**config.mk**
```make
export PLATFORM = sky130hd
export DESIGN_NAME = roman_numeral_minimizer
export DESIGN_NICKNAME = d
export VERILOG_FILES = /design/src/hdl/rnm_pkg.sv /design/src/hdl/rnm_controller.sv /design/src/hdl/rnm_datapath.sv /design/src/hdl/roman_numeral_minimizer.sv
export SDC_FILE = /design/constraint.sdc
export NUM_CORES = 1
export LEC_CHECK = 0
export BUFFER_PORTS_ARGS = -buffer_cell sky130_fd_sc_hd__buf_2
export CORE_AREA = 2 2 122 124
export DETAILED_ROUTE_END_ITERATION = 10
export DIE_AREA = 0 0 124 126
export HOLD_SLACK_MARGIN = 0.08
export PLACE_DENSITY = 0.77
export SKIP_CTS_REPAIR_TIMING = 1
export SLEW_MARGIN = 20
export SYNTH_ARGS = -nofsm -noshare
export SYNTH_HDL_FRONTEND = slang
export SYNTH_SLANG_ARGS = --single-unit
```
**constraint.sdc**
```tcl
create_clock -name clk -period 5.1 [get_ports clk]
set_input_delay 1.02 -clock clk [delete_from_list [all_inputs] [get_ports clk]]
set_output_delay 1.02 -clock clk [all_outputs]
set_load 0.1 [all_outputs]
```
**src/hdl/rnm_pkg.sv**
```systemverilog
package rnm_pkg;

    // field and state widths
    localparam int TOTAL_W  = 20;
    localparam int RUN_W    = 16;
    localparam int WEIGHT_W = 11;
    localparam int SYM_W    = 8;
    localparam int IDX_W    = 4;

    // default upper bound on the thousands digit
    localparam int MAX_THOUSANDS_DEFAULT = 9;

    // number of greedy steps, M down to I
    localparam int NUM_STEPS = 13;

    // ascii codes of the roman letters
    localparam logic [SYM_W-1:0] SYM_NONE = 8'h00;
    localparam logic [SYM_W-1:0] SYM_I    = 8'h49;
    localparam logic [SYM_W-1:0] SYM_V    = 8'h56;
    localparam logic [SYM_W-1:0] SYM_X    = 8'h58;
    localparam logic [SYM_W-1:0] SYM_L    = 8'h4C;
    localparam logic [SYM_W-1:0] SYM_C    = 8'h43;
    localparam logic [SYM_W-1:0] SYM_D    = 8'h44;
    localparam logic [SYM_W-1:0] SYM_M    = 8'h4D;
    localparam logic [SYM_W-1:0] SYM_LOW_A = 8'h61;
    localparam logic [SYM_W-1:0] SYM_LOW_Z = 8'h7A;
    localparam logic [SYM_W-1:0] CASE_OFFSET = 8'h20;

    // controller to datapath commands
    typedef struct packed {
        logic parse;
        logic finish;
        logic clamp;
        logic emit_step;
    } rnm_cmd_t;

    // datapath to controller status
    typedef struct packed {
        logic emit_fire;
        logic emit_last;
    } rnm_status_t;

    // weight of one character, case folded, zero for anything else
    function automatic logic [WEIGHT_W-1:0] letter_weight(input logic [SYM_W-1:0] c);
        logic [SYM_W-1:0] u;
        logic [WEIGHT_W-1:0] w;
        u = c;
        if (c >= SYM_LOW_A && c <= SYM_LOW_Z)
            u = c - CASE_OFFSET;
        unique case (u)
            SYM_I:   w = WEIGHT_W'(1);
            SYM_V:   w = WEIGHT_W'(5);
            SYM_X:   w = WEIGHT_W'(10);
            SYM_L:   w = WEIGHT_W'(50);
            SYM_C:   w = WEIGHT_W'(100);
            SYM_D:   w = WEIGHT_W'(500);
            SYM_M:   w = WEIGHT_W'(1000);
            default: w = '0;
        endcase
        return w;
    endfunction

    // value of each greedy step
    function automatic logic [WEIGHT_W-1:0] step_value(input logic [IDX_W-1:0] idx);
        logic [WEIGHT_W-1:0] v;
        unique case (idx)
            4'd0:    v = WEIGHT_W'(1000);
            4'd1:    v = WEIGHT_W'(900);
            4'd2:    v = WEIGHT_W'(500);
            4'd3:    v = WEIGHT_W'(400);
            4'd4:    v = WEIGHT_W'(100);
            4'd5:    v = WEIGHT_W'(90);
            4'd6:    v = WEIGHT_W'(50);
            4'd7:    v = WEIGHT_W'(40);
            4'd8:    v = WEIGHT_W'(10);
            4'd9:    v = WEIGHT_W'(9);
            4'd10:   v = WEIGHT_W'(5);
            4'd11:   v = WEIGHT_W'(4);
            default: v = WEIGHT_W'(1);
        endcase
        return v;
    endfunction

    // leading letter of each greedy step
    function automatic logic [SYM_W-1:0] step_first(input logic [IDX_W-1:0] idx);
        logic [SYM_W-1:0] s;
        unique case (idx)
            4'd0:    s = SYM_M;
            4'd1:    s = SYM_C;
            4'd2:    s = SYM_D;
            4'd3:    s = SYM_C;
            4'd4:    s = SYM_C;
            4'd5:    s = SYM_X;
            4'd6:    s = SYM_L;
            4'd7:    s = SYM_X;
            4'd8:    s = SYM_X;
            4'd9:    s = SYM_I;
            4'd10:   s = SYM_V;
            default: s = SYM_I;
        endcase
        return s;
    endfunction

    // trailing letter of the subtractive steps, none otherwise
    function automatic logic [SYM_W-1:0] step_second(input logic [IDX_W-1:0] idx);
        logic [SYM_W-1:0] s;
        unique case (idx)
            4'd1:    s = SYM_M;
            4'd3:    s = SYM_D;
            4'd5:    s = SYM_C;
            4'd7:    s = SYM_L;
            4'd9:    s = SYM_X;
            4'd11:   s = SYM_V;
            default: s = SYM_NONE;
        endcase
        return s;
    endfunction

endpackage

```
**src/hdl/rnm_controller.sv**
```systemverilog
module rnm_controller
    import rnm_pkg::*;
(
    input  logic        clk,
    input  logic        rst_n,
    input  logic        in_valid,
    output logic        in_ready,
    input  logic        end_of_numeral,
    output logic        out_valid,
    input  logic        out_ready,
    output rnm_cmd_t    cmd,
    input  rnm_status_t status
);

    typedef enum logic [1:0] {
        ST_IDLE,
        ST_FINISH,
        ST_CLAMP,
        ST_EMIT
    } state_t;

    state_t state_reg, state_next;
    logic   in_ready_reg, in_ready_next;
    logic   out_valid_reg, out_valid_next;

    // next state and commands
    always_comb
    begin
        state_next     = state_reg;
        out_valid_next = out_valid_reg && !out_ready;
        cmd            = '0;
        unique case (state_reg)
            ST_IDLE:
            begin
                cmd.parse = in_valid && in_ready_reg;
                if (cmd.parse && end_of_numeral)
                    state_next = ST_FINISH;
            end
            ST_FINISH:
            begin
                cmd.finish = 1'b1;
                state_next = ST_CLAMP;
            end
            ST_CLAMP:
            begin
                cmd.clamp  = 1'b1;
                state_next = ST_EMIT;
            end
            ST_EMIT:
            begin
                cmd.emit_step = !out_valid_reg || out_ready;
                if (cmd.emit_step && status.emit_fire)
                begin
                    out_valid_next = 1'b1;
                    if (status.emit_last)
                        state_next = ST_IDLE;
                end
            end
            default:
            begin
                state_next = ST_IDLE;
            end
        endcase
        in_ready_next = (state_next == ST_IDLE);
    end

    // state and registered handshake outputs
    always_ff @(posedge clk or negedge rst_n)
    begin
        if (!rst_n)
        begin
            state_reg     <= ST_IDLE;
            in_ready_reg  <= 1'b1;
            out_valid_reg <= 1'b0;
        end
        else
        begin
            state_reg     <= state_next;
            in_ready_reg  <= in_ready_next;
            out_valid_reg <= out_valid_next;
        end
    end

    assign in_ready  = in_ready_reg;
    assign out_valid = out_valid_reg;

endmodule

```
**src/hdl/rnm_datapath.sv**
```systemverilog
module rnm_datapath
    import rnm_pkg::*;
#(
    parameter int MAX_THOUSANDS = MAX_THOUSANDS_DEFAULT
)
(
    input  logic             clk,
    input  logic             rst_n,
    input  rnm_cmd_t         cmd,
    output rnm_status_t      status,
    input  logic [SYM_W-1:0] symbol,
    output logic [SYM_W-1:0] out_symbol,
    output logic             last,
    output logic             is_empty,
    output logic             bad_char,
    output logic             clamped
);

    localparam int MAX_VALUE = MAX_THOUSANDS * 1000 + 999;
    localparam int VAL_W     = $clog2(MAX_VALUE + 1);
    localparam logic signed [TOTAL_W-1:0] MAX_TOTAL = TOTAL_W'(MAX_VALUE);
    localparam logic signed [TOTAL_W-1:0] SAT_HI = {1'b0, {(TOTAL_W-1){1'b1}}};
    localparam logic signed [TOTAL_W-1:0] SAT_LO = {1'b1, {(TOTAL_W-1){1'b0}}};
    localparam logic [IDX_W-1:0] LAST_STEP = IDX_W'(NUM_STEPS - 1);

    // parse state
    logic signed [TOTAL_W-1:0] total_reg, total_next;
    logic [RUN_W-1:0]          run_reg, run_next;
    logic [WEIGHT_W-1:0]       prev_reg, prev_next;
    logic                      start_reg, start_next;
    logic                      err_reg, err_next;

    // emission state
    logic [VAL_W-1:0] rem_reg, rem_next;
    logic [IDX_W-1:0] idx_reg, idx_next;
    logic             half_reg, half_next;
    logic             empty_reg, empty_next;
    logic             clamp_reg, clamp_next;
    logic             err_out_reg, err_out_next;

    // result payload
    logic [SYM_W-1:0] sym_out_reg, sym_out_next;
    logic             last_reg, last_next;
    logic             empty_out_reg, empty_out_next;
    logic             bad_out_reg, bad_out_next;
    logic             clamp_out_reg, clamp_out_next;

    logic [WEIGHT_W-1:0] weight;
    logic [WEIGHT_W-1:0] prev_eff;
    logic                rise, fall;
    logic [RUN_W:0]      run_sum;
    logic [VAL_W-1:0]    cur_step;
    logic [VAL_W-1:0]    rem_sub;
    logic                rem_done;
    logic                hit;
    logic [SYM_W-1:0]    second;

    // saturating add or subtract of the run into the total
    function automatic logic signed [TOTAL_W-1:0] sat_add(
        input logic signed [TOTAL_W-1:0] t,
        input logic [RUN_W-1:0]          r,
        input logic                      neg
    );
        logic signed [TOTAL_W:0] d;
        logic signed [TOTAL_W:0] s;
        d = $signed({{(TOTAL_W-RUN_W+1){1'b0}}, r});
        s = $signed({t[TOTAL_W-1], t}) + (neg ? -d : d);
        if (s[TOTAL_W] != s[TOTAL_W-1])
            return s[TOTAL_W] ? SAT_LO : SAT_HI;
        return s[TOTAL_W-1:0];
    endfunction

    // character weight and rise / fall against the previous one
    assign weight   = letter_weight(symbol);
    assign prev_eff = start_reg ? weight : prev_reg;
    assign rise     = weight > prev_eff;
    assign fall     = weight < prev_eff;
    assign run_sum  = ((rise || fall) ? {1'b0, {RUN_W{1'b0}}} : {1'b0, run_reg})
                      + (RUN_W+1)'(weight);

    // greedy step compare and subtract
    assign cur_step = VAL_W'(step_value(idx_reg));
    assign hit      = rem_reg >= cur_step;
    assign rem_sub  = rem_reg - cur_step;
    assign rem_done = (rem_sub == '0);
    assign second   = step_second(idx_reg);

    assign status.emit_fire = empty_reg || half_reg || hit;
    assign status.emit_last = empty_reg || ((half_reg || (hit && second == SYM_NONE))
                                            && rem_done);

    always_comb
    begin
        total_next     = total_reg;
        run_next       = run_reg;
        prev_next      = prev_reg;
        start_next     = start_reg;
        err_next       = err_reg;
        rem_next       = rem_reg;
        idx_next       = idx_reg;
        half_next      = half_reg;
        empty_next     = empty_reg;
        clamp_next     = clamp_reg;
        err_out_next   = err_out_reg;
        sym_out_next   = sym_out_reg;
        last_next      = last_reg;
        empty_out_next = empty_out_reg;
        bad_out_next   = bad_out_reg;
        clamp_out_next = clamp_out_reg;

        // one character of the numeral
        if (cmd.parse)
        begin
            if (weight == '0)
                err_next = 1'b1;
            if (rise || fall)
                total_next = sat_add(total_reg, run_reg, rise);
            run_next   = run_sum[RUN_W] ? {RUN_W{1'b1}} : run_sum[RUN_W-1:0];
            prev_next  = weight;
            start_next = 1'b0;
        end

        // close the pending run
        if (cmd.finish)
            total_next = sat_add(total_reg, run_reg, 1'b0);

        // clamp, load the emitter, clear parse state
        if (cmd.clamp)
        begin
            if (total_reg[TOTAL_W-1])
            begin
                rem_next   = '0;
                clamp_next = 1'b1;
            end
            else if (total_reg > MAX_TOTAL)
            begin
                rem_next   = VAL_W'(MAX_VALUE);
                clamp_next = 1'b1;
            end
            else
            begin
                rem_next   = total_reg[VAL_W-1:0];
                clamp_next = 1'b0;
            end
            empty_next   = (total_reg == '0) || total_reg[TOTAL_W-1];
            err_out_next = err_reg;
            idx_next     = '0;
            half_next    = 1'b0;
            total_next   = '0;
            run_next     = '0;
            prev_next    = '0;
            start_next   = 1'b1;
            err_next     = 1'b0;
        end

        // one greedy step, a letter out when it fires
        if (cmd.emit_step)
        begin
            // numeral flags travel with each item
            if (status.emit_fire)
            begin
                bad_out_next   = err_out_reg;
                clamp_out_next = clamp_reg;
            end
            if (empty_reg)
            begin
                sym_out_next   = SYM_NONE;
                empty_out_next = 1'b1;
                last_next      = 1'b1;
            end
            else if (half_reg)
            begin
                sym_out_next   = second;
                empty_out_next = 1'b0;
                last_next      = rem_done;
                rem_next       = rem_sub;
                half_next      = 1'b0;
            end
            else if (hit)
            begin
                sym_out_next   = step_first(idx_reg);
                empty_out_next = 1'b0;
                if (second != SYM_NONE)
                begin
                    half_next = 1'b1;
                    last_next = 1'b0;
                end
                else
                begin
                    rem_next  = rem_sub;
                    last_next = rem_done;
                end
            end
            else if (idx_reg != LAST_STEP)
            begin
                idx_next = idx_reg + 1'b1;
            end
        end
    end

    // parse and emission state
    always_ff @(posedge clk or negedge rst_n)
    begin
        if (!rst_n)
        begin
            total_reg   <= '0;
            run_reg     <= '0;
            prev_reg    <= '0;
            start_reg   <= 1'b1;
            err_reg     <= 1'b0;
            rem_reg     <= '0;
            idx_reg     <= '0;
            half_reg    <= 1'b0;
            empty_reg   <= 1'b0;
            clamp_reg   <= 1'b0;
            err_out_reg <= 1'b0;
        end
        else
        begin
            total_reg   <= total_next;
            run_reg     <= run_next;
            prev_reg    <= prev_next;
            start_reg   <= start_next;
            err_reg     <= err_next;
            rem_reg     <= rem_next;
            idx_reg     <= idx_next;
            half_reg    <= half_next;
            empty_reg   <= empty_next;
            clamp_reg   <= clamp_next;
            err_out_reg <= err_out_next;
        end
    end

    // result payload, no reset
    always_ff @(posedge clk)
    begin
        sym_out_reg   <= sym_out_next;
        last_reg      <= last_next;
        empty_out_reg <= empty_out_next;
        bad_out_reg   <= bad_out_next;
        clamp_out_reg <= clamp_out_next;
    end

    assign out_symbol = sym_out_reg;
    assign last       = last_reg;
    assign is_empty   = empty_out_reg;
    assign bad_char   = bad_out_reg;
    assign clamped    = clamp_out_reg;

endmodule

```
**src/hdl/roman_numeral_minimizer.sv**
```systemverilog
// a character that does not end a numeral is taken in one cycle, back to back
// on the final character: finish state closes the run, clamp state clamps, then the
// greedy emitter walks the steps from M down to I, giving their letters (13 steps at most)
// results leave through an output register paced by out_ready; input waits meanwhile
// reset: asynchronous, active low; parse state cleared, no result pending
module roman_numeral_minimizer
    import rnm_pkg::*;
#(
    parameter int MAX_THOUSANDS = MAX_THOUSANDS_DEFAULT
)
(
    input  logic             clk,
    input  logic             rst_n,
    input  logic             in_valid,
    output logic             in_ready,
    input  logic [SYM_W-1:0] symbol,
    input  logic             end_of_numeral,
    output logic             out_valid,
    input  logic             out_ready,
    output logic [SYM_W-1:0] out_symbol,
    output logic             last,
    output logic             is_empty,
    output logic             bad_char,
    output logic             clamped
);

    rnm_cmd_t    cmd;
    rnm_status_t status;

    // sequencing
    rnm_controller u_ctrl (
        .clk            (clk),
        .rst_n          (rst_n),
        .in_valid       (in_valid),
        .in_ready       (in_ready),
        .end_of_numeral (end_of_numeral),
        .out_valid      (out_valid),
        .out_ready      (out_ready),
        .cmd            (cmd),
        .status         (status)
    );

    // parse, clamp and greedy emission
    rnm_datapath #(
        .MAX_THOUSANDS (MAX_THOUSANDS)
    ) u_dp (
        .clk        (clk),
        .rst_n      (rst_n),
        .cmd        (cmd),
        .status     (status),
        .symbol     (symbol),
        .out_symbol (out_symbol),
        .last       (last),
        .is_empty   (is_empty),
        .bad_char   (bad_char),
        .clamped    (clamped)
    );

`ifndef NO_ASSERTIONS
    // an empty numeral is a single item
    a_empty_last: assert property (@(posedge clk) disable iff (!rst_n)
        out_valid && is_empty |-> last)
        else $error("empty result without last");

    // a non-empty item carries a roman letter
    a_letter: assert property (@(posedge clk) disable iff (!rst_n)
        out_valid && !is_empty |-> (out_symbol == SYM_I || out_symbol == SYM_V ||
            out_symbol == SYM_X || out_symbol == SYM_L || out_symbol == SYM_C ||
            out_symbol == SYM_D || out_symbol == SYM_M))
        else $error("result symbol is not a roman letter");

    // no input taken while emitting
    a_no_parse_in_emit: assert property (@(posedge clk) disable iff (!rst_n)
        cmd.emit_step |-> !in_ready)
        else $error("input ready during emission");

    // input reopens right after the last letter
    a_reopen: assert property (@(posedge clk) disable iff (!rst_n)
        cmd.emit_step && status.emit_fire && status.emit_last |=> in_ready && out_valid && last)
        else $error("input not reopened after last item");
`endif

endmodule

```
==> results of run 1 <==
-- final cells by class --
class	instances	area share [%]
clock inverters	7	0.5597
repair buffers	174	12.99
clock buffers	9	2.190
well taps	184	2.239
flip-flops and latches	83	20.71
multi-input cells	820	59.62
inverters	45	1.691
-- worst max path at each step --
| stage | end | slack (ps) | cells past startpoint |
|---|---|---|---|
| floorplan | u_dp.total_reg[16] | -1160 | 30 |
| global route | u_dp.total_reg[16] | -1120 | 28 |
| finish | u_dp.total_reg[16] | -980 | 29 |
| CTS | u_dp.total_reg[2] | -940 | 30 |
| detailed placement | u_dp.total_reg[2] | -1270 | 29 |
| global placement | u_dp.total_reg[2] | -1070 | 30 |
-- per-layer routing --
| layer | track usage (%) | vias up |
|---|---|---|
| li1 | - | 3954 |
| met4 | 10.31 | 0 |
| met3 | 3.442 | 75 |
| met5 | 0 | - |
| met1 | 40.49 | 4062 |
| met2 | 49.58 | 314 |
-- logic make-up after synthesis --
| kind of cell | after synthesis |
|---|---|
| fa+ha+maj | 82 |
| other cells | 1 |
| simple gates | 327 |
| flops | 83 |
| xor+xnor | 61 |
| mux | 20 |
| buf+inv | 94 |
| compound gates | 328 |
-- cell usage in the layout (no fill, tap or decap), types with 17 or more instances in the layout --
cell type,netlist,layout
a21oi_1,82,73
nor2_1,93,86
dfrtp_1,71,71
ha_1,78,71
o21a_1,17,17
xor2_1,25,24
nand2_1,95,86
xnor2_1,34,32
inv_1,44,41
nand3_1,21,20
a21o_1,22,22
a211oi_1,31,25
buf_4,3,141
o21ai_0,53,44
buf_2,1,21
-- worst reg2reg max path, cell delays in order (launching register included) --
cell and delay (ps):
dfstp_2 720, mux2_2 380, ha_1 190, inv_1 80
a21oi_1 90, o211ai_1 250, nand2_2 120, nor2_4 160
buf_8 150, buf_6 150, nand2_2 70, xnor2_1 140
ha_1 350, nand2_2 80, or4_1 490, o22a_1 240
o211ai_1 270, xor2_2 150, a21oi_4 230, buf_6 160
a211oi_2 60, a221o_1 300
-- per-stage QoR --
step	instance area [um2]	setup WS [ps]	utilization (%)	hold WS (ps)	setup TNS (ps)
2_1_floorplan	8293	-1156	-	421.0	-30200
3_3_place_gp	9389	-1070	65.59	435.8	-30650
3_5_place_dp	9389	-1271	65.59	430.7	-37370
4_1_cts	9672	-936.1	67.57	444.8	-25460
5_1_grt	10280	-1124	71.84	459.7	-28700
6_report	10280	-982.3	71.84	446.4	-23290
-- power groups by stage --
stage	registers (mW)	logic, mW	clock network, mW
2_1_floorplan	1.29	3.42	0
3_3_place_gp	1.28	5.02	0
4_1_cts	1.27	5.16	0.655
5_1_grt	1.32	6.36	0.681
3_5_place_dp	1.28	5.13	0
6_report	1.30	5.90	0.661
==> summary.txt, run 1 <==
Run status
  – Run status: finished with violations
  – Failing checks: setup timing

Route
  – Vias per inst: 6.358
  – Top Layer Used: met4
  – WL met3: 1.313 mm
  – # DRC: 0
  – Met2 WL post-DR: 11.89 mm
  – DR pass1 iterations: 5
  – DR WL/cell: 18.47 um
  – Routed met1 length: 10.37 mm
  – Vias: 8405
  – Post-DRT Antenna Nets: 0
  – Final wirelength: 24.42 mm
  – DRT iter0 DRCs: 765

Cells and area
  – Max reg flops: 20
  – Fin nets: 1228
  – Share of cells above drive strength 1: 26.63%
  – Storage cell area: 2130 um2
  – Final non-filler cell total: 1322
  – Final-layout fill cell count: 1038
  – Area Growth Syn to Fin: 26.58%
  – Diodes inserted: 0
  – Area of the multi-input gates: 6131 um2

Critical path
  – Buf/Inv on CP: 9
  – Worst reg2reg path startpoint: u_dp.start_reg
  – R2R Setup Slk: 160 ps
  – CP delay by family, top: compound AO/OA/AOI/OAI gates
  – Startpoint class of the critical path: primary input
  – Most used cell, CP: buf_6
  – Worst Path Class, Setup: in -> reg
  – Worst path arrival time: 6320 ps
  – CP startpoint: symbol[6]
  – R2R depth: 21
  – Delay of the slowest critical-path stage: 490 ps
  – CP Data Required Time: 5340 ps
  – R2r endpoint: u_dp.total_reg[16]
  – Critical Path Fanout Max: 7
  – Setup crit end kind: register
  – Slowest-stage cell, CP: or4_1

Synth
  – Mean Syn Cell Area: 8.157 um2
  – Count of cell types in the netlist: 78
  – Ys flop type: dfrtp_1
  – Mapped cell area: 8124 um2
  – Post-synthesis xor/xnor area fraction: 6.900%
  – Register area share after synthesis: 26.21%
  – Async SR Flop Fraction: 87.95%
  – Top cell type's share of synthesized area: 21.87%
  – Yosys top cell by area: dfrtp_1
  – Mux cell area share after synthesis: 2.541%
  – Synth Area in Adders: 13.00%
  – FF+latch count, synth: 83
  – Most instantiated library cell after synthesis: nand2_1
  – Synth Area in Compound Gates: 27.08%
  – EDFF count, synth: 10
  – Synth top cells by count: nand2_1 (95), nor2_1 (93), a21oi_1 (82)
  – Synth area leaders: dfrtp_1 (22%), ha_1 (12%), a21oi_1 (5.1%), nand2_1 (4.4%), nor2_1 (4.3%)
  – Largest family of logic cells by synthesized area: compound AO/OA/AOI/OAI gates
  – Gate Count Post-Synth: 996
  – Simple-Gate Fraction of Synth Area: 19.54%
  – Yosys warns: 0

Worst hold path
  – Hold Path Depth: 0
  – Hold Path Sink: u_dp.clamped
  – HP Start: u_dp.clamp_reg
  – HP Class: reg -> reg

STA
  – Setup violations, final: 36
  – Clock skew: 7.087 ps
  – Pin slew with the least headroom to its limit: 946.2 ps
  – Fin crit share: 119.3%
  – Post-layout min period: 6082 ps
  – Max Clk Rate: 164.4 MHz
  – Final Slew Violations: 0
  – RSZ-0062 raised after global routing: yes
  – Hold Vio Cnt, Final: 0
  – Setup ws final: -982.3 ps
  – Slew headroom: 36.25%

Power and ir drop
  – P_int: 4.014 mW
  – Design Power: 7.862 mW
  – Maximum VDD drop: 378.0 uV
  – P_leak: 4.644 nW
  – Power density over the cells: 764.5 nW/um2
  – Sw Ratio: 48.94%
  – Clk pwr share: 8.4%
  – Comb power frac: 75.1%
  – Psw: 3.847 mW
  – Reg power frac: 16.5%

Floorplanning
  – Initial Util: 56.76%
  – Die area: 15620 um2
  – Die Width: 124 um
  – Cell Rows: 44
  – IO Count: 27
  – Core area: 14310 um2
  – Die Ht: 126 um

Place
  – Routability cong.: 0.9310
  – Placed cells: 1284
  – Port-buffer cells: 24
  – DP Wirelength: 17.12 mm

GRT
  – Largest net degree at the start of global routing: 74
  – Total gr overflow: 0
  – Antenna violations before repair: 0
  – Global-route usage over all layers: 29.96%
  – First-pass GRT wire length: 37.72 mm
  – Vias in the first global route: 7857

Clock tree
  – CTS Buf Count: 9
  – Worst skew pair latency: 360 ps
  – Clk slew on worst S/H paths: 70 ps
  – Clk buf depth: 2
  – CTS Root Cell: clkbuf_16
  – CTS tree: built
  – CTS Sinks: 83
  – CTS H-tree lvls: 3

Job
  – Max cap viols: 0
Note: power is estimated with default switching activity, not from simulation.
==> inputs of run 2 (changes only) <==
BUFFER_PORTS_ARGS = -buffer_cell sky130_fd_sc_hd__buf_4   (was -buffer_cell sky130_fd_sc_hd__buf_2)
==> summary.txt, run 2 (synthesized netlist as in run 1, its figures left out) <==
Cells and area
  – Diodes inserted: 0
  – Fin nets: 1212
  – Max reg flops: 20
  – Commonest non-fill, non-tap cells in the layout: buf_4 (144), nand2_1 (90), nor2_1 (88)
  – Commonest non-fill, non-tap cell in the layout: buf_4
  – Share of cells above drive strength 1: 24.78%
  – Final non-filler cell total: 1306
  – Area Growth Syn to Fin: 25.20%

Floorplanning
  – Core area: 14310 um2
  – Die Ht: 126 um
  – Initial Util: 56.76%
  – IO Count: 27
  – Die area: 15620 um2
  – Die Width: 124 um
  – Cell Rows: 44

GRT
  – First-pass GRT wire length: 37.52 mm
  – Antenna violations before repair: 0
  – Vias in the first global route: 7642
  – Total gr overflow: 0
  – Largest net degree at the start of global routing: 74
  – Global-route usage over all layers: 29.96%

Job
  – Max cap viols: 0

Route
  – Vias per inst: 6.342
  – Post-DRT Antenna Nets: 0
  – Final wirelength: 24.56 mm
  – Vias: 8283
  – # DRC: 0
  – DRT iter0 DRCs: 734
  – DR WL/cell: 18.81 um
  – DR pass1 iterations: 5

STA
  – Slew headroom: 34.55%
  – Pin slew with the least headroom to its limit: 981.8 ps
  – Fin crit share: 120.2%
  – Hold Vio Cnt, Final: 0
  – Setup ws final: -1028 ps
  – Final Slew Violations: 0
  – Post-layout min period: 6128 ps
  – Hold WS: 468.4 ps
  – Clock skew: 8.108 ps
  – RSZ-0062 raised after global routing: yes
  – Max Clk Rate: 163.2 MHz
  – Setup TNS: -21690 ps
  – Setup violations, final: 36

Clock tree
  – CTS Root Cell: clkbuf_16
  – CTS Sinks: 83
  – CTS Buf Count: 9
  – CTS H-tree lvls: 3
  – CTS tree: built
  – Clk slew on worst S/H paths: 70 ps
  – Clk buf depth: 2
  – Worst skew pair latency: 350 ps

Power and ir drop
  – Design Power: 7.776 mW
  – Comb power frac: 75.1%
  – Reg power frac: 16.6%
  – Power density over the cells: 764.5 nW/um2
  – Maximum VDD drop: 435.8 uV
  – Psw: 3.825 mW
  – Sw Ratio: 49.20%
  – P_leak: 4.590 nW
  – Clk pwr share: 8.3%
  – P_int: 3.950 mW

Critical path
  – R2R depth: 25
  – Setup crit end kind: register
  – Delay of the slowest critical-path stage: 420 ps
  – Startpoint class of the critical path: primary input
  – Most used cell, CP: buf_4
  – Slowest-stage cell, CP: a2111oi_1
  – Critical Path Fanout Max: 6
  – Worst Path Class, Setup: in -> reg
  – Worst path arrival time: 6370 ps
  – CP Data Required Time: 5340 ps

Worst hold path
  – HP Class: reg -> reg
  – Hold Path Depth: 0

Place
  – Port-buffer cells: 24
  – Placed cells: 1274
  – DP Wirelength: 17.10 mm
  – Routability cong.: 0.9496
  – Dpl ws: -1223 ps

Run status
  – Run status: finished with violations
  – Failing checks: setup timing
[run 2: final cells by class]
cell class,instances,area [um2]
well taps,184,230.2
repair buffers,158,1272
fillers,1082,4143
clock buffers,9,225.2
inverters,45,173.9
flip-flops and latches,83,2130
multi-input cells,820,6081
clock inverters,7,58.81
[run 2: power by group through the flow]
stage / combinational [mW] / sequential (mW) / clock [mW]
finish: 5.84 / 1.29 / 0.647
global route: 6.29 / 1.32 / 0.676
CTS: 5.12 / 1.27 / 0.652
detailed placement: 5.08 / 1.28 / 0
global placement: 4.95 / 1.27 / 0
floorplan: 3.42 / 1.29 / 0
[run 2: worst paths after layout]
check	startpoint	to	slack (ps)
max	symbol[6]	u_dp.total_reg[6]	-1030
min in group asynchronous	rst_n	u_dp.total_reg[15]	790
max in group asynchronous	rst_n	u_dp.total_reg[8]	3640
min reg2reg	u_dp.err_out_reg	u_dp.bad_char	470
max reg2reg	u_dp.start_reg	u_dp.total_reg[6]	40
min	u_dp.err_out_reg	u_dp.bad_char	470
[run 2: critical path: cells and delay by family]
kind	cells	cell delay, ps
compound gates	10	2070
xor+xnor	2	400
fa+ha+maj	3	820
buf+inv	9	1190
mux	1	130
simple gates	6	730
[run 2: per-layer routing]
layer	routed length [um]	global-route usage (%)	part of all wire, %
met5	0	0	0
met4	783	11.04	3.2
met3	1587	3.895	6.5
met2	11920	48.29	49
met1	10270	41.06	42
[run 2: metrics by stage]
stage	area (um2)	util [%]
after floorplan	8293	-
after global placement	9359	65.38
after detailed placement	9359	65.38
after CTS	9643	67.37
after global routing	10170	71.06
final	10170	71.06
==> inputs of run 3 (changes only) <==
CORE_AREA = 2 2 114 116   (was 2 2 122 124)
DIE_AREA = 0 0 116 118   (was 0 0 124 126)
PLACE_DENSITY = 0.83   (was 0.77)
REMOVE_ABC_BUFFERS = 1   (was default)
clock period = 7.92 ns   (was 5.1 ns; I/O delays follow)
==> summary.txt, run 3 (synthesized netlist as in run 1, its figures left out) <==
Run status
  – Run status: finished clean

STA
  – Setup violations, final: 0
  – Setup TNS: 0 ps
  – Clock skew: 8.264 ps
  – Max Clk Rate: 137.2 MHz
  – Post-layout min period: 7288 ps
  – Final Slew Violations: 0
  – Fin crit share: 92.02%
  – Hold Vio Cnt, Final: 0
  – Pin slew with the least headroom to its limit: 974.2 ps
  – RSZ-0062 raised after global routing: no
  – Hold WS: 447.4 ps
  – Slew headroom: 35.05%

GRT
  – Total gr overflow: 0
  – Antenna violations before repair: 0
  – Vias in the first global route: 7211
  – First-pass GRT wire length: 34.76 mm
  – Largest net degree at the start of global routing: 74
  – Global-route usage over all layers: 31.31%

Critical path
  – Slowest-stage cell, CP: a21oi_2
  – Worst reg2reg path startpoint: u_dp.start_reg
  – R2R depth: 21
  – R2R Setup Slk: 2730 ps
  – R2r endpoint: u_dp.total_reg[5]
  – CP Data Required Time: 8160 ps
  – Setup crit end kind: register
  – Startpoint class of the critical path: primary input
  – CP delay by family, top: compound AO/OA/AOI/OAI gates
  – Delay of the slowest critical-path stage: 430 ps
  – Worst path arrival time: 7530 ps
  – Buf/Inv on CP: 4
  – Worst Path Class, Setup: in -> reg
  – Critical Path Fanout Max: 11

Cells and area
  – Commonest non-fill, non-tap cell in the layout: nand2_1
  – Final core utilization: 70.21%
  – Fin nets: 1091
  – Commonest non-fill, non-tap cells in the layout: nand2_1 (95), nor2_1 (92), a21oi_1 (82), ha_1 (78), dfrtp_1 (71)
  – Fin area: 8716 um2
  – Diodes inserted: 0
  – Max reg flops: 20
  – Share of cells above drive strength 1: 8.192%
  – Area Growth Syn to Fin: 7.285%

Clock tree
  – CTS H-tree lvls: 3
  – Clk buf depth: 2
  – Worst skew pair latency: 360 ps
  – CTS Root Cell: clkbuf_16
  – CTS tree: built
  – CTS Buf Count: 9
  – Clk slew on worst S/H paths: 60 ps
  – CTS Sinks: 83

Floorplanning
  – Die Width: 116 um
  – Core area: 12410 um2
  – Cell Rows: 41
  – Initial Util: 65.44%
  – Die area: 13690 um2
  – IO Count: 27
  – Die Ht: 118 um

Power and ir drop
  – Power density over the cells: 470.3 nW/um2
  – Reg power frac: 20.1%
  – Maximum VDD drop: 185.8 uV
  – Comb power frac: 69.2%
  – Clk pwr share: 10.8%
  – P_leak: 3.880 nW
  – Psw: 2.104 mW
  – Design Power: 4.099 mW
  – P_int: 1.995 mW
  – Sw Ratio: 51.33%

Route
  – Post-DRT Antenna Nets: 0
  – # DRC: 0
  – Final wirelength: 20.74 mm
  – Vias: 7644
  – DRT iter0 DRCs: 830
  – Vias per inst: 6.517
  – DR pass1 iterations: 8
  – DR WL/cell: 17.68 um

Place
  – Routability cong.: 1.045
  – Port-buffer cells: 24
  – DP Wirelength: 15.39 mm
  – Area after DPL: 8409 um2

Worst hold path
  – HP Class: reg -> reg
  – Hold Path Depth: 0
  – HP Start: u_dp.clamp_reg
  – Hold Path Sink: u_dp.clamped

Job
  – Max cap viols: 0
## run 3: how the worst max path moves through the flow
stage                          from                  to  slack, ps  depth (start not counted)
final                     symbol[5]   u_dp.total_reg[5]        630                         30
after detailed placement  symbol[5]   u_dp.total_reg[5]        130                         30
after global routing      symbol[5]   u_dp.total_reg[1]         70                         30
after CTS                 symbol[5]   u_dp.total_reg[5]        460                         30
after floorplan           symbol[5]  u_dp.total_reg[14]        430                         23
after global placement    symbol[5]   u_dp.total_reg[1]        410                         28
## run 3: worst register-to-register path, stage by stage, from the launching register on
cell and delay (ps):
dfstp_2 720, mux2i_1 240, ha_1 260, a211o_1 260, a21oi_1 220, o211ai_1 150
nand2_1 110, nor2_1 60, nor2_1 90, a21o_1 130, inv_1 60, fa_1 400
nor2b_1 190, nor3_1 70, o211ai_1 300, a211oi_1 170, o31ai_1 420, xnor2_2 190
a21oi_2 430, buf_4 270, a22oi_1 90, a22o_1 240
## run 3: through the flow
| stage | setup slack, ps | std cells |
|---|---|---|
| 2_1_floorplan | 427.4 | 948 |
| 3_3_place_gp | 412.5 | 1157 |
| 3_5_place_dp | 131.1 | 1157 |
| 4_1_cts | 460.0 | 1173 |
| 5_1_grt | 65.11 | 1173 |
| 6_report | 632.2 | 1173 |
## run 3: power by group through the flow
| stage | Sequential (mW) | Combinational, mW | Clock [mW] |
|---|---|---|---|
| 2_1_floorplan | 0.849 | 2.07 | 0 |
| 3_3_place_gp | 0.816 | 2.70 | 0 |
| 3_5_place_dp | 0.819 | 2.76 | 0 |
| 4_1_cts | 0.813 | 2.78 | 0.439 |
| 5_1_grt | 0.843 | 3.11 | 0.457 |
| 6_report | 0.823 | 2.83 | 0.441 |
## run 3: final cells by class
class / instances / area (um2)
clock inverter: 4 / 51.30
sequential: 83 / 2130
timing repair buffer: 37 / 277.8
inverter: 45 / 168.9
multi-input combinational: 820 / 5627
tap: 172 / 215.2
fill: 1017 / 3699
clock buffer: 12 / 246.5
## run 3: routing by layer
layer	GRT usage [%]	part of all wire [%]
met4	12.43	2.9
met3	3.656	7.1
met1	43.17	44
met5	0	0
met2	49.85	46
